==> config.mk <==
export PLATFORM = sky130hd
export DESIGN_NAME = utf8_validity_ratio_unit
export DESIGN_NICKNAME = d
export VERILOG_FILES = /design/src/design/utf8vr_pkg.sv /design/src/design/utf8_validity_ratio_unit.sv /design/src/design/utf8vr_parser.sv /design/src/design/utf8vr_divider.sv
export SDC_FILE = /design/constraint.sdc
export NUM_CORES = 1
export LEC_CHECK = 0
export BUFFER_PORTS_ARGS = -buffer_cell sky130_fd_sc_hd__buf_4
export CORE_MARGIN = 8
export CORE_UTILIZATION = 56
export DETAILED_ROUTE_END_ITERATION = 8
export PLACE_DENSITY = 0.81
export REMOVE_ABC_BUFFERS = 1
export SLEW_MARGIN = 10
export SYNTH_ARGS = -nofsm -noshare
export SYNTH_HDL_FRONTEND = slang
export SYNTH_HIERARCHICAL = 1
export SYNTH_SLANG_ARGS = --single-unit
==> constraint.sdc <==
create_clock -name clk -period 11.6 [get_ports clk]
set_input_delay 1.16 -clock clk [delete_from_list [all_inputs] [get_ports clk]]
set_output_delay 1.16 -clock clk [all_outputs]
set_load 0.01 [all_outputs]
==> src/design/utf8vr_pkg.sv <==
// Package for the UTF-8 validity ratio unit: widths, byte classes,
// control and status structs shared by the parser, divider and top level.
// Depends on nothing.
package utf8vr_pkg;

	localparam int COUNT_WIDTH         = 32;
	localparam int RATIO_FRACTION_BITS = 16;
	localparam int RATIO_WIDTH         = RATIO_FRACTION_BITS + 1;
	localparam int STEP_WIDTH          = $clog2(RATIO_FRACTION_BITS + 1);
	localparam int OUT_DATA_WIDTH      = ((2 * COUNT_WIDTH + RATIO_WIDTH + 7) / 8) * 8;
	localparam int OUT_PAD_WIDTH       = OUT_DATA_WIDTH - 2 * COUNT_WIDTH - RATIO_WIDTH;

	localparam logic [7:0] MASK_TOP1  = 8'h80;
	localparam logic [7:0] MASK_TOP2  = 8'hC0;
	localparam logic [7:0] MASK_TOP3  = 8'hE0;
	localparam logic [7:0] MASK_TOP4  = 8'hF0;
	localparam logic [7:0] MASK_TOP5  = 8'hF8;
	localparam logic [7:0] CONT_BITS  = 8'h80;
	localparam logic [7:0] LEAD2_BITS = 8'hC0;
	localparam logic [7:0] LEAD3_BITS = 8'hE0;
	localparam logic [7:0] LEAD4_BITS = 8'hF0;
	localparam logic [7:0] LEAD2_MIN  = 8'hC2;
	localparam logic [7:0] LEAD4_MAX  = 8'hF4;
	localparam logic [7:0] LEAD_E0    = 8'hE0;
	localparam logic [7:0] LEAD_ED    = 8'hED;
	localparam logic [7:0] LEAD_F0    = 8'hF0;
	localparam logic [7:0] LEAD_F4    = 8'hF4;
	localparam logic [7:0] SECOND_A0  = 8'hA0;
	localparam logic [7:0] SECOND_90  = 8'h90;
	localparam logic [7:0] SECOND_8F  = 8'h8F;

	typedef logic [COUNT_WIDTH-1:0] count_t;
	typedef logic [RATIO_WIDTH-1:0] ratio_t;

	typedef struct packed {
		logic       take;
		logic [7:0] data;
		logic       flush;
		logic       clear;
	} parse_ctrl_t;

	typedef struct packed {
		logic   flush_busy;
		count_t valid_count;
		count_t total_count;
	} parse_status_t;

	function automatic logic is_cont(input logic [7:0] b);
		return (b & MASK_TOP2) == CONT_BITS;
	endfunction

endpackage

==> src/design/utf8_validity_ratio_unit.sv <==
// Top level of the UTF-8 validity ratio unit: stream ports, sequencer and
// result register. Depends on utf8vr_pkg, utf8vr_parser and utf8vr_divider.
//
// Bytes are taken at one request per cycle while no buffer end is in
// progress. A request with tlast set starts the end of buffer. The parser
// drops a pending lead and replays the bytes held after it, one step per
// cycle and at most six steps for the longest chain of truncated leads.
// Then the sequencer starts the restoring divider, which forms the quotient
// one fraction bit at a time and then hands it over. So tready stays low
// from the tlast request until the divider is done; for an empty buffer the
// divider skips the quotient bits. The result register holds one result, so
// the next buffer streams in while it waits, and a following buffer end
// waits for it to be taken before the divider starts.
module utf8_validity_ratio_unit (
	input  logic                                   clk,
	input  logic                                   arst_n,
	input  logic                                   s_tvalid,
	output logic                                   s_tready,
	input  logic [7:0]                             s_tdata,  // data_byte
	input  logic                                   s_tuser,  // has_byte
	input  logic                                   s_tlast,  // last
	output logic                                   m_tvalid,
	input  logic                                   m_tready,
	// valid count, sequence count, validity_ratio, zero fill
	output logic [utf8vr_pkg::OUT_DATA_WIDTH-1:0]  m_tdata
);
	import utf8vr_pkg::*;

	typedef enum logic [2:0] {
		ST_IDLE  = 3'b001,
		ST_FLUSH = 3'b010,
		ST_DIV   = 3'b100
	} state_t;

	state_t        state_q;
	parse_ctrl_t   pctrl;
	parse_status_t pstat;
	logic          accept;
	logic          div_start;
	logic          div_done;
	ratio_t        div_quo;
	logic          out_valid_q;
	count_t        out_valid_cnt_q;
	count_t        out_total_cnt_q;
	ratio_t        out_ratio_q;

	assign s_tready  = (state_q == ST_IDLE);
	assign accept    = s_tvalid && s_tready;
	assign div_start = (state_q == ST_FLUSH) && !pstat.flush_busy && !out_valid_q;

	always_comb begin
		pctrl.take  = accept && s_tuser;
		pctrl.data  = s_tdata;
		pctrl.flush = (state_q == ST_FLUSH);
		pctrl.clear = div_start;
	end

	utf8vr_parser u_parser (
		.clk    (clk),
		.arst_n (arst_n),
		.ctrl   (pctrl),
		.status (pstat)
	);

	utf8vr_divider u_divider (
		.clk      (clk),
		.arst_n   (arst_n),
		.start    (div_start),
		.dividend (pstat.valid_count),
		.divisor  (pstat.total_count),
		.done     (div_done),
		.quotient (div_quo)
	);

	always_ff @(posedge clk or negedge arst_n) begin
		if (!arst_n) begin
			state_q     <= ST_IDLE;
			out_valid_q <= 1'b0;
		end else begin
			if (m_tvalid && m_tready) begin
				out_valid_q <= 1'b0;
			end
			unique case (state_q)
				ST_IDLE: begin
					if (accept && s_tlast) begin
						state_q <= ST_FLUSH;
					end
				end
				ST_FLUSH: begin
					if (div_start) begin
						state_q <= ST_DIV;
					end
				end
				ST_DIV: begin
					if (div_done) begin
						out_valid_q <= 1'b1;
						state_q     <= ST_IDLE;
					end
				end
				default: begin
					state_q <= ST_IDLE;
				end
			endcase
		end
	end

	always_ff @(posedge clk) begin
		if (div_start) begin
			out_valid_cnt_q <= pstat.valid_count;
			out_total_cnt_q <= pstat.total_count;
		end
		if (state_q == ST_DIV && div_done) begin
			out_ratio_q <= div_quo;
		end
	end

	assign m_tvalid = out_valid_q;
	assign m_tdata  = {{OUT_PAD_WIDTH{1'b0}}, out_ratio_q, out_total_cnt_q, out_valid_cnt_q};

	a_ratio_range: assert property (@(posedge clk) disable iff (!arst_n)
		m_tvalid |-> out_ratio_q <= (ratio_t'(1) << RATIO_FRACTION_BITS))
		else $error("ratio above one");

	a_empty_ratio: assert property (@(posedge clk) disable iff (!arst_n)
		(m_tvalid && out_total_cnt_q == '0) |->
		out_ratio_q == (ratio_t'(1) << RATIO_FRACTION_BITS))
		else $error("empty buffer does not give a ratio of one");

	a_all_valid: assert property (@(posedge clk) disable iff (!arst_n)
		(m_tvalid && out_total_cnt_q == out_valid_cnt_q) |->
		out_ratio_q == (ratio_t'(1) << RATIO_FRACTION_BITS))
		else $error("all sequences valid but ratio below one");

endmodule

==> src/design/utf8vr_parser.sv <==
// Byte parser for the UTF-8 validity ratio unit: sequence state, replay of
// held bytes at the end of a buffer, and the saturating counters.
// Depends on utf8vr_pkg.
module utf8vr_parser (
	input  logic                      clk,
	input  logic                      arst_n,
	input  utf8vr_pkg::parse_ctrl_t   ctrl,
	output utf8vr_pkg::parse_status_t status
);
	import utf8vr_pkg::*;

	logic [7:0] lead_q;
	logic [7:0] follow_q [2];
	logic [1:0] needed_q;
	logic [1:0] held_q;
	logic [7:0] replay_q [2];
	logic [1:0] replay_cnt_q;
	count_t     valid_q;
	count_t     total_q;

	logic [7:0] lead_n;
	logic [7:0] follow_n [2];
	logic [1:0] needed_n;
	logic [1:0] held_n;
	logic [7:0] replay_n [2];
	logic [1:0] replay_cnt_n;
	logic       replay_active;
	logic       do_take;
	logic       do_drop;
	logic [7:0] src;
	logic [7:0] second;
	logic       judge_ok;
	logic       cnt_en;
	logic       cnt_ok;

	assign replay_active = ctrl.flush && (replay_cnt_q != 2'd0);
	assign do_take       = ctrl.take || replay_active;
	assign do_drop       = ctrl.flush && (replay_cnt_q == 2'd0) && (needed_q != 2'd0);
	assign src           = replay_active ? replay_q[0] : ctrl.data;

	always_comb begin
		second   = (held_q >= 2'd1) ? follow_q[0] : src;
		judge_ok = is_cont(src);
		if (held_q >= 2'd1) begin
			judge_ok = judge_ok && is_cont(follow_q[0]);
		end
		if (held_q >= 2'd2) begin
			judge_ok = judge_ok && is_cont(follow_q[1]);
		end
		if (lead_q == LEAD_E0 && second < SECOND_A0) judge_ok = 1'b0;
		if (lead_q == LEAD_ED && second >= SECOND_A0) judge_ok = 1'b0;
		if (lead_q == LEAD_F0 && second < SECOND_90) judge_ok = 1'b0;
		if (lead_q == LEAD_F4 && second > SECOND_8F) judge_ok = 1'b0;
	end

	always_comb begin
		lead_n       = lead_q;
		follow_n     = follow_q;
		needed_n     = needed_q;
		held_n       = held_q;
		replay_n     = replay_q;
		replay_cnt_n = replay_cnt_q;
		cnt_en       = 1'b0;
		cnt_ok       = 1'b0;
		if (do_drop) begin
			cnt_en       = 1'b1;
			replay_n[0]  = follow_q[0];
			replay_n[1]  = follow_q[1];
			replay_cnt_n = (held_q > 2'd2) ? 2'd2 : held_q;
			needed_n     = 2'd0;
			held_n       = 2'd0;
			lead_n       = 8'h00;
		end else if (do_take) begin
			if (replay_active) begin
				replay_n[0]  = replay_q[1];
				replay_cnt_n = replay_cnt_q - 2'd1;
			end
			unique case (needed_q)
				2'd0: begin
					held_n = 2'd0;
					if ((src & MASK_TOP1) == 8'h00) begin
						cnt_en = 1'b1;
						cnt_ok = 1'b1;
					end else if ((src & MASK_TOP3) == LEAD2_BITS && src >= LEAD2_MIN) begin
						lead_n   = src;
						needed_n = 2'd1;
					end else if ((src & MASK_TOP4) == LEAD3_BITS) begin
						lead_n   = src;
						needed_n = 2'd2;
					end else if ((src & MASK_TOP5) == LEAD4_BITS && src <= LEAD4_MAX) begin
						lead_n   = src;
						needed_n = 2'd3;
					end else begin
						cnt_en = 1'b1;
					end
				end
				2'd1: begin
					cnt_en   = 1'b1;
					cnt_ok   = judge_ok;
					needed_n = 2'd0;
					held_n   = 2'd0;
					lead_n   = 8'h00;
				end
				default: begin
					follow_n[held_q[0]] = src;
					held_n              = held_q + 2'd1;
					needed_n            = needed_q - 2'd1;
				end
			endcase
		end
	end

	always_ff @(posedge clk or negedge arst_n) begin
		if (!arst_n) begin
			lead_q       <= 8'h00;
			follow_q[0]  <= 8'h00;
			follow_q[1]  <= 8'h00;
			needed_q     <= 2'd0;
			held_q       <= 2'd0;
			replay_q[0]  <= 8'h00;
			replay_q[1]  <= 8'h00;
			replay_cnt_q <= 2'd0;
			valid_q      <= '0;
			total_q      <= '0;
		end else if (ctrl.clear) begin
			lead_q       <= 8'h00;
			follow_q[0]  <= 8'h00;
			follow_q[1]  <= 8'h00;
			needed_q     <= 2'd0;
			held_q       <= 2'd0;
			replay_cnt_q <= 2'd0;
			valid_q      <= '0;
			total_q      <= '0;
		end else begin
			lead_q       <= lead_n;
			follow_q     <= follow_n;
			needed_q     <= needed_n;
			held_q       <= held_n;
			replay_q     <= replay_n;
			replay_cnt_q <= replay_cnt_n;
			if (cnt_en && total_q != '1) begin
				total_q <= total_q + count_t'(1);
			end
			if (cnt_en && cnt_ok && valid_q != '1) begin
				valid_q <= valid_q + count_t'(1);
			end
		end
	end

	assign status.flush_busy  = (needed_q != 2'd0) || (replay_cnt_q != 2'd0);
	assign status.valid_count = valid_q;
	assign status.total_count = total_q;

	a_valid_le_total: assert property (@(posedge clk) disable iff (!arst_n)
		valid_q <= total_q)
		else $error("valid count exceeds total count");

	a_held_range: assert property (@(posedge clk) disable iff (!arst_n)
		held_q != 2'd3 && replay_cnt_q != 2'd3)
		else $error("held or replay count out of range");

endmodule

==> src/design/utf8vr_divider.sv <==
// Restoring divider that forms valid over total as an unsigned Q1.16 fraction,
// one quotient bit per cycle. Depends on utf8vr_pkg.
module utf8vr_divider (
	input  logic               clk,
	input  logic               arst_n,
	input  logic               start,
	input  utf8vr_pkg::count_t dividend,
	input  utf8vr_pkg::count_t divisor,
	output logic               done,
	output utf8vr_pkg::ratio_t quotient
);
	import utf8vr_pkg::*;

	logic                  busy_q;
	logic                  done_q;
	logic [STEP_WIDTH-1:0] step_q;
	count_t                rem_q;
	count_t                div_q;
	ratio_t                quo_q;
	logic [COUNT_WIDTH:0]  rem_shift;
	logic                  fits;

	assign rem_shift = {rem_q, 1'b0};
	assign fits      = rem_shift >= {1'b0, div_q};

	always_ff @(posedge clk or negedge arst_n) begin
		if (!arst_n) begin
			busy_q <= 1'b0;
			done_q <= 1'b0;
			step_q <= '0;
		end else begin
			done_q <= start ? (divisor == '0) : (busy_q && step_q == STEP_WIDTH'(1));
			if (start) begin
				busy_q <= (divisor != '0);
				step_q <= STEP_WIDTH'(RATIO_FRACTION_BITS);
			end else if (busy_q) begin
				step_q <= step_q - STEP_WIDTH'(1);
				if (step_q == STEP_WIDTH'(1)) begin
					busy_q <= 1'b0;
				end
			end
		end
	end

	always_ff @(posedge clk) begin
		if (start) begin
			div_q <= divisor;
			if (divisor == '0) begin
				quo_q <= ratio_t'(1) << RATIO_FRACTION_BITS;
				rem_q <= '0;
			end else if (dividend >= divisor) begin
				quo_q <= ratio_t'(1);
				rem_q <= dividend - divisor;
			end else begin
				quo_q <= '0;
				rem_q <= dividend;
			end
		end else if (busy_q) begin
			quo_q <= {quo_q[RATIO_WIDTH-2:0], fits};
			rem_q <= fits ? COUNT_WIDTH'(rem_shift - {1'b0, div_q})
			              : rem_shift[COUNT_WIDTH-1:0];
		end
	end

	assign done     = done_q;
	assign quotient = quo_q;

endmodule

== Word-level counts from Yosys, hierarchy flattened ==
Cells that the tools add are included.

* Logic and storage cells: 198
* Output and inout port bits: 90
* ROM bits: 0
* Bits in registers: 251
* Memories: 0
* Latch bits: 0
* Bits in writable memories: 0
* Bits of input ports: 14

* Mux-type cells: 80
* Shift-type cells: 0
* Add/subtract/negate cells: 8
* Eq/ne operators: 24
* Div/mod/pow operators: 0
* Reductions and logical operators: 51
* Bitwise gates (word level): 2
* Order comparisons: 13
* Multiply operators: 0

{| class="wikitable"
|+ Operators with widths
! operator !! count
|-
| $mux 32 || 9
|-
| $mux 8 || 13
|-
| $add 32x1->32 const B || 2
|-
| $mux 16 || 4
|-
| $ne 32x32->1 const B || 2
|-
| $sub 32x32->32 || 2
|-
| $mux 17 || 3
|-
| $ge 33x32->1 || 1
|-
| $eq 8x8->1 const B || 4
|-
| $ge 32x32->1 || 1
|-
| $logic_not 32->1 || 1
|-
| $mux 2 || 16
|-
| $reduce_bool 32->1 || 1
|-
| $logic_and 1x1->1 || 23
|-
| $mux 1 || 23
|-
| $bwmux 16 || 1
|-
| $ge 8x8->1 const B || 2
|-
| $lt 8x8->1 const B || 2
|-
| $pmux 8 s2 || 1
|-
| $reduce_bool 2->1 || 8
|-
| $reduce_and 3->1 || 4
|-
| $mux 5 || 2
|-
| $ne 2x1->1 const B || 5
|-
| $mux 3 || 3
|-
| 34 further kinds || 45
|}

== Longest topological paths before layout ==
* Depth after elaboration: 19
* Mapped depth: 15

== Modules after synthesis ==
The synthesis kept the hierarchy.

{| class="wikitable"
|+ By module, submodules not included
! module !! times used !! area each (um2) !! cells each !! seq. area each (um2)
|-
| utf8vr_divider || 1 || 7697.4 || 851 || 2607.5
|-
| utf8vr_parser || 1 || 5992.0 || 646 || 2752.6
|-
| utf8_validity_ratio_unit || 1 || 2711.4 || 109 || 2533.7
|}

== Worst setup path after synthesis ==
No wires, ideal clock.

* Path type: flip-flop to flip-flop
* From: reg u_parser.needed_q[1]
* To: reg u_divider.rem_q[29], data pin
* Setup time: 131 ps
* Period minus slack after synthesis: 10885 ps
* Arrival time: 10754 ps
* Stages on the path, launching flop included: 9
* Path slack: 715 ps
* Required time: 11469 ps
* Cells stage by stage: dfrtp_1 buf_2 nor2_2 nand2_1 nor3b_1 o21ai_0 nor3_1 a221o_1 a211o_1

{| class="wikitable"
|+ RTL lines
! what !! line !! RTL
|-
| start: declaration || utf8vr_parser.sv:14 || <nowiki>logic [1:0] needed_q;</nowiki>
|-
| start signal: assignment || utf8vr_parser.sv:137 || <nowiki>needed_q <= needed_n;</nowiki>
|-
| end signal: assignment || utf8vr_divider.sv:53 || <nowiki>rem_q <= dividend - divisor;</nowiki>
|-
| end signal: assignment || utf8vr_divider.sv:56 || <nowiki>rem_q <= dividend;</nowiki>
|-
| end signal: assignment || utf8vr_divider.sv:60 || <nowiki>rem_q <= fits ? COUNT_WIDTH'(rem_shift - {1'b0, div_q})</nowiki>
|-
| end: declaration || utf8vr_divider.sv:17 || <nowiki>count_t rem_q;</nowiki>
|}

== Worst setup path in the final report ==
* From: reg u_parser.valid_q[0]
* To: reg u_divider.rem_q[28], data pin

* Word-level cells in the longest chain between the ends: 4
* Elaborated cells between the ends (all ways): 5
* Classes of those cells: add/sub: 1; order compare: 1; mux: 3

{| class="wikitable"
|+ Ends and longest elaborated chain
! what !! line !! RTL
|-
| start: declaration || utf8vr_parser.sv:18 || <nowiki>count_t valid_q;</nowiki>
|-
| start signal: assignment || utf8vr_parser.sv:145 || <nowiki>valid_q <= valid_q + count_t'(1);</nowiki>
|-
| $sub 32x32->32 or $ge 32x32->1 (tied branches) || utf8vr_divider.sv:53, utf8vr_divider.sv:51 ||
|-
| $mux 32 (*) || utf8vr_divider.sv:51 || <nowiki>end else if (dividend >= divisor) begin</nowiki>
|-
| $mux 32 (*) || utf8vr_divider.sv:48 || <nowiki>if (divisor == '0) begin</nowiki>
|-
| $mux 32 (*) || utf8vr_divider.sv:46 || <nowiki>if (start) begin</nowiki>
|}

Mark *: on every way between the ends. The rest lies on a longest branch, timed or not.
A chain may end at the register's enable or synchronous reset.

==> summary.md <==
| Metric | Value |
|---|---|
| Number of global-route vias before repair | `12450` |
| Worst path max stage delay | `0.81 ns` |
| Fin nets | `1761` |
| Max Cap Violations | `0` |
| Headroom to the max-slew limit | `22.53%` |
| Reg-to-reg startpoint | `u_parser/valid_q[0]` |
| Hold Path End | `out_ratio_q[16]` |
| Pre-antenna DRT Iters | `5` |
| Die Height | `187.1 um` |
| Post-CTS Resized | `0` |
| Clock sinks | `283` |
| Status | `complete, no violations` |
| Die ar. | `0.03502 sq mm` |
| Grt ovf | `0` |
| Detailed Place HPWL | `30.30 mm` |
| Share of cells above drive strength 1 | `12.27%` |
| Root Driver | `clkbuf_16` |
| Clock skew | `0.01676 ns` |
| DRC violations left | `0` |
| Initial antenna violation count | `0` |
| Num CTS Buffers | `29` |
| Buffers added on ports | `96` |
| Crit-path cells | `inv_1, ha_1, inv_1, fa_1, a211oi_1, o211ai_1, nand3_1, nand2_1, o31a_1, nor2_4, nor2_1, a22o_1, a211o_1` |
| Max Fclk | `236.0 MHz` |
| RSZ-0062 raised after global routing | `false` |
| Final period util | `36.53%` |
| 1st-iter DRT viols | `1231` |
| Largest net degree at the start of global routing | `152` |
| # diodes | `0` |
| Crit Path Max Fanout | `47` |
| Asr flop ratio synth | `42.76%` |
| Leak Pwr | `7.663 nW` |
| Fin. Hold Viols | `0` |
| # IOs | `104` |
| Worst-Margin Slew | `1.153 ns` |
| GRT Total Usage | `23.33%` |
| Setup Fix Bufs, Post-CTS | `0` |
| Register bit total from synthesis | `283` |
| Mean Syn Cell Area | `10.21 sq um` |
| CP Launch Type | `register` |
| CP Data Required Time | `11.92 ns` |
| Post-route ant nets | `0` |
| Final WL | `42.43 mm` |
| Worst path slowest cell | `nor2_4` |
| Mapped Area | `0.01640 sq mm` |
| Fin cells | `2079` |
| Via density | `6.201` |
| Peak VDD IR | `0.1921 mV` |
| CTS hold repair buffers | `0` |
| Pwr/cell area | `186.4 mW/mm^2` |
| Reg2Reg Depth | `13` |
| First-pass GRT wire length | `67.00 mm` |
| Hold_sp | `u_divider/quotient[16]` |
| Final setup fails | `0` |
| Main synth FF type | `edfxtp_1` |
| Placed Cells | `2025` |
| Via count | `12890` |
| Clock buffer depth | `3` |
| Seq/Total Area, Yosys | `48.13%` |
| Core region area | `0.02878 sq mm` |
| GP Congestion | `0.9307` |
| Worst Hold Depth | `0` |
| Hold Path Class | `register to register` |
| Hold_ws | `0.4191 ns` |
| Filler cell count | `2195` |
| Die Wd | `187.1 um` |
| R2R Setup Slk | `7.36 ns` |
| Final Max Slew Viols | `0` |
| Worst setup path category | `register to register` |
| Routed len/inst | `20.41 um` |
| Minimum clock period | `4.237 ns` |
| Worst R2R End | `u_divider/rem_q[28]` |
| Largest area contributor in the netlist | `edfxtp_1` |
| Critical path's most frequent cell | `inv_1` |
| Post-synth top area share | `29.66%` |
| Yosys warning total | `6` |
| Clock transition at path regs | `0.06 ns` |
| EDFF count, synth | `162` |
| Synth area leaders | `edfxtp_1 30%, dfrtp_1 18%, ha_1 5.6%` |
| Synth-to-Final Area Change | `11.73%` |
| H-tree levels | `1` |
| Initial Util | `56.99%` |
| Cells after Synth | `1606` |
| WP data arrival | `4.55 ns` |
| Synth cell types | `101` |
| Crit. End Element | `register` |
| Placement Rows | `62` |
| CTS tree | `yes` |
| Worst skew pair latency | `0.57 ns` |
metal layers:
| metal | wire, um | global-route usage [%] | vias to the layer above |
|---|---|---|---|
| li1 | - | - | 6016 |
| met1 | 18030 | 31.05 | 6263 |
| met2 | 20180 | 38.45 | 520 |
| met3 | 2871 | 3.207 | 92 |
| met4 | 1346 | 8.552 | 0 |
| met5 | 0 | 0 | - |
cell usage in the layout, fill, tap and decap left out, types with 13 or more instances in the layout:
master     synthesis  routed
mux2_2            13      13
nor4_1            19      19
a31oi_1           19      19
or4_1             14      14
nand3_1           47      47
dfrtp_1          120     120
a21o_1            36      36
o31ai_1           24      24
nand2_1          105     105
inv_1            104     104
nor2b_1           36      36
nor2_1           144     143
mux2i_1           42      42
a211oi_1          20      20
nand2b_1          16      16
a21oi_1          106     106
xnor2_1           43      43
ha_1              73      73
and3_1            29      29
clkbuf_16          0      29
nor3_1            25      24
edfxtp_1         162     162
buf_4              9     105
o21ai_0           66      65
o22ai_1           23      23
nand4_1           30      30
xor2_1            40      40
cells by family after synthesis:
family,synth area share [%]
AND/OR/NAND/NOR,17.52
AO/OA/AOI/OAI,15.11
flip-flops,48.13
buffers and inverters,4.997
XOR/XNOR,4.432
adder cells (fa/ha/maj),5.813
multiplexers,3.975
other,0.02286
worst max-delay path, delay by kind of cell, from the launching register on:
kind | cells | cell delay, ns
buffers and inverters | 2 | 0.16
AO/OA/AOI/OAI | 5 | 1.38
AND/OR/NAND/NOR | 4 | 1.42
adder cells (fa/ha/maj) | 2 | 0.57
flip-flops | 1 | 0.45
per-stage QoR:
stage               cell area (sq um)  util (%)  power [W]  setup TNS, ns  setup slack [ns]
CTS                             18330     63.67   0.003407              0             7.380
finish                          18330     63.67   0.003416              0             7.363
global route                    18330     63.67   0.003593              0             6.988
global placement                17300     60.13   0.002375              0             7.563
detailed placement              17300     60.13   0.002410              0             7.416
floorplan                       15990         -   0.002221       -2122.80            -15.73
how the worst max path moves through the flow:
stage          depth (start not counted)           startpoint  slack, ns                   to
2_1_floorplan                          6           state_q[1]     -15.73  u_divider/rem_q[29]
3_3_place_gp                          13  u_parser/valid_q[0]       7.56  u_divider/rem_q[28]
3_5_place_dp                          13  u_parser/valid_q[0]       7.42  u_divider/rem_q[28]
4_1_cts                               13  u_parser/valid_q[0]       7.38  u_divider/rem_q[28]
5_1_grt                               12  u_parser/total_q[0]       6.99  u_divider/rem_q[28]
6_report                              13  u_parser/valid_q[0]       7.36  u_divider/rem_q[28]
layout make-up:
cell class                      count  area, sq um  area share [%]
Sequential cell                   283         7894           43.08
Multi-Input combinational cell   1148         7731           42.19
Timing Repair Buffer              106        808.3           4.411
Clock buffer                       34        764.5           4.172
Tap cell                          384        480.5           2.622
Inverter                          104        390.4           2.130
Clock inverter                     20        256.5           1.400
power by group:
group | switching, W | total, W | internal (W)
registers | 0.000132 | 0.00137 | 0.00124
clock network | 0.000403 | 0.000991 | 0.000588
logic | 0.000624 | 0.00106 | 0.000433
total | 0.00116 | 0.00342 | 0.00226
cell usage after synthesis, drive strengths merged, types with 19 or more instances:
| library cell | n |
|---|---|
| nand4 | 31 |
| a21o | 36 |
| mux2i | 44 |
| nand2 | 107 |
| o31ai | 25 |
| xnor2 | 43 |
| nor3 | 27 |
| nor2b | 39 |
| nor4 | 20 |
| clkbuf | 45 |
| ha | 73 |
| dfrtp | 120 |
| inv | 104 |
| o21ai | 68 |
| buf | 32 |
| a211oi | 20 |
| nor2 | 145 |
| a21oi | 106 |
| edfxtp | 162 |
| a31oi | 19 |
| xor2 | 40 |
| and3 | 30 |
| nand3 | 48 |
| o22ai | 23 |
flip-flops by register name (all words and copies together) (netlist names), 2 cells and up:
| register | cells |
|---|---|
| u_parser/replay_cnt_q | 2 |
| u_parser/replay_q | 16 |
| u_divider/div_q | 32 |
| state_q | 3 |
| u_parser/total_q | 32 |
| out_total_cnt_q | 32 |
| u_parser/needed_q | 2 |
| u_parser/held_q | 2 |
| u_parser/lead_q | 8 |
| out_ratio_q | 17 |
| u_parser/follow_q | 16 |
| u_parser/valid_q | 32 |
| out_valid_cnt_q | 32 |
| u_divider/quotient | 17 |
| u_divider/step_q | 5 |
| u_divider/rem_q | 32 |
Power figures use the tool's default switching activity.
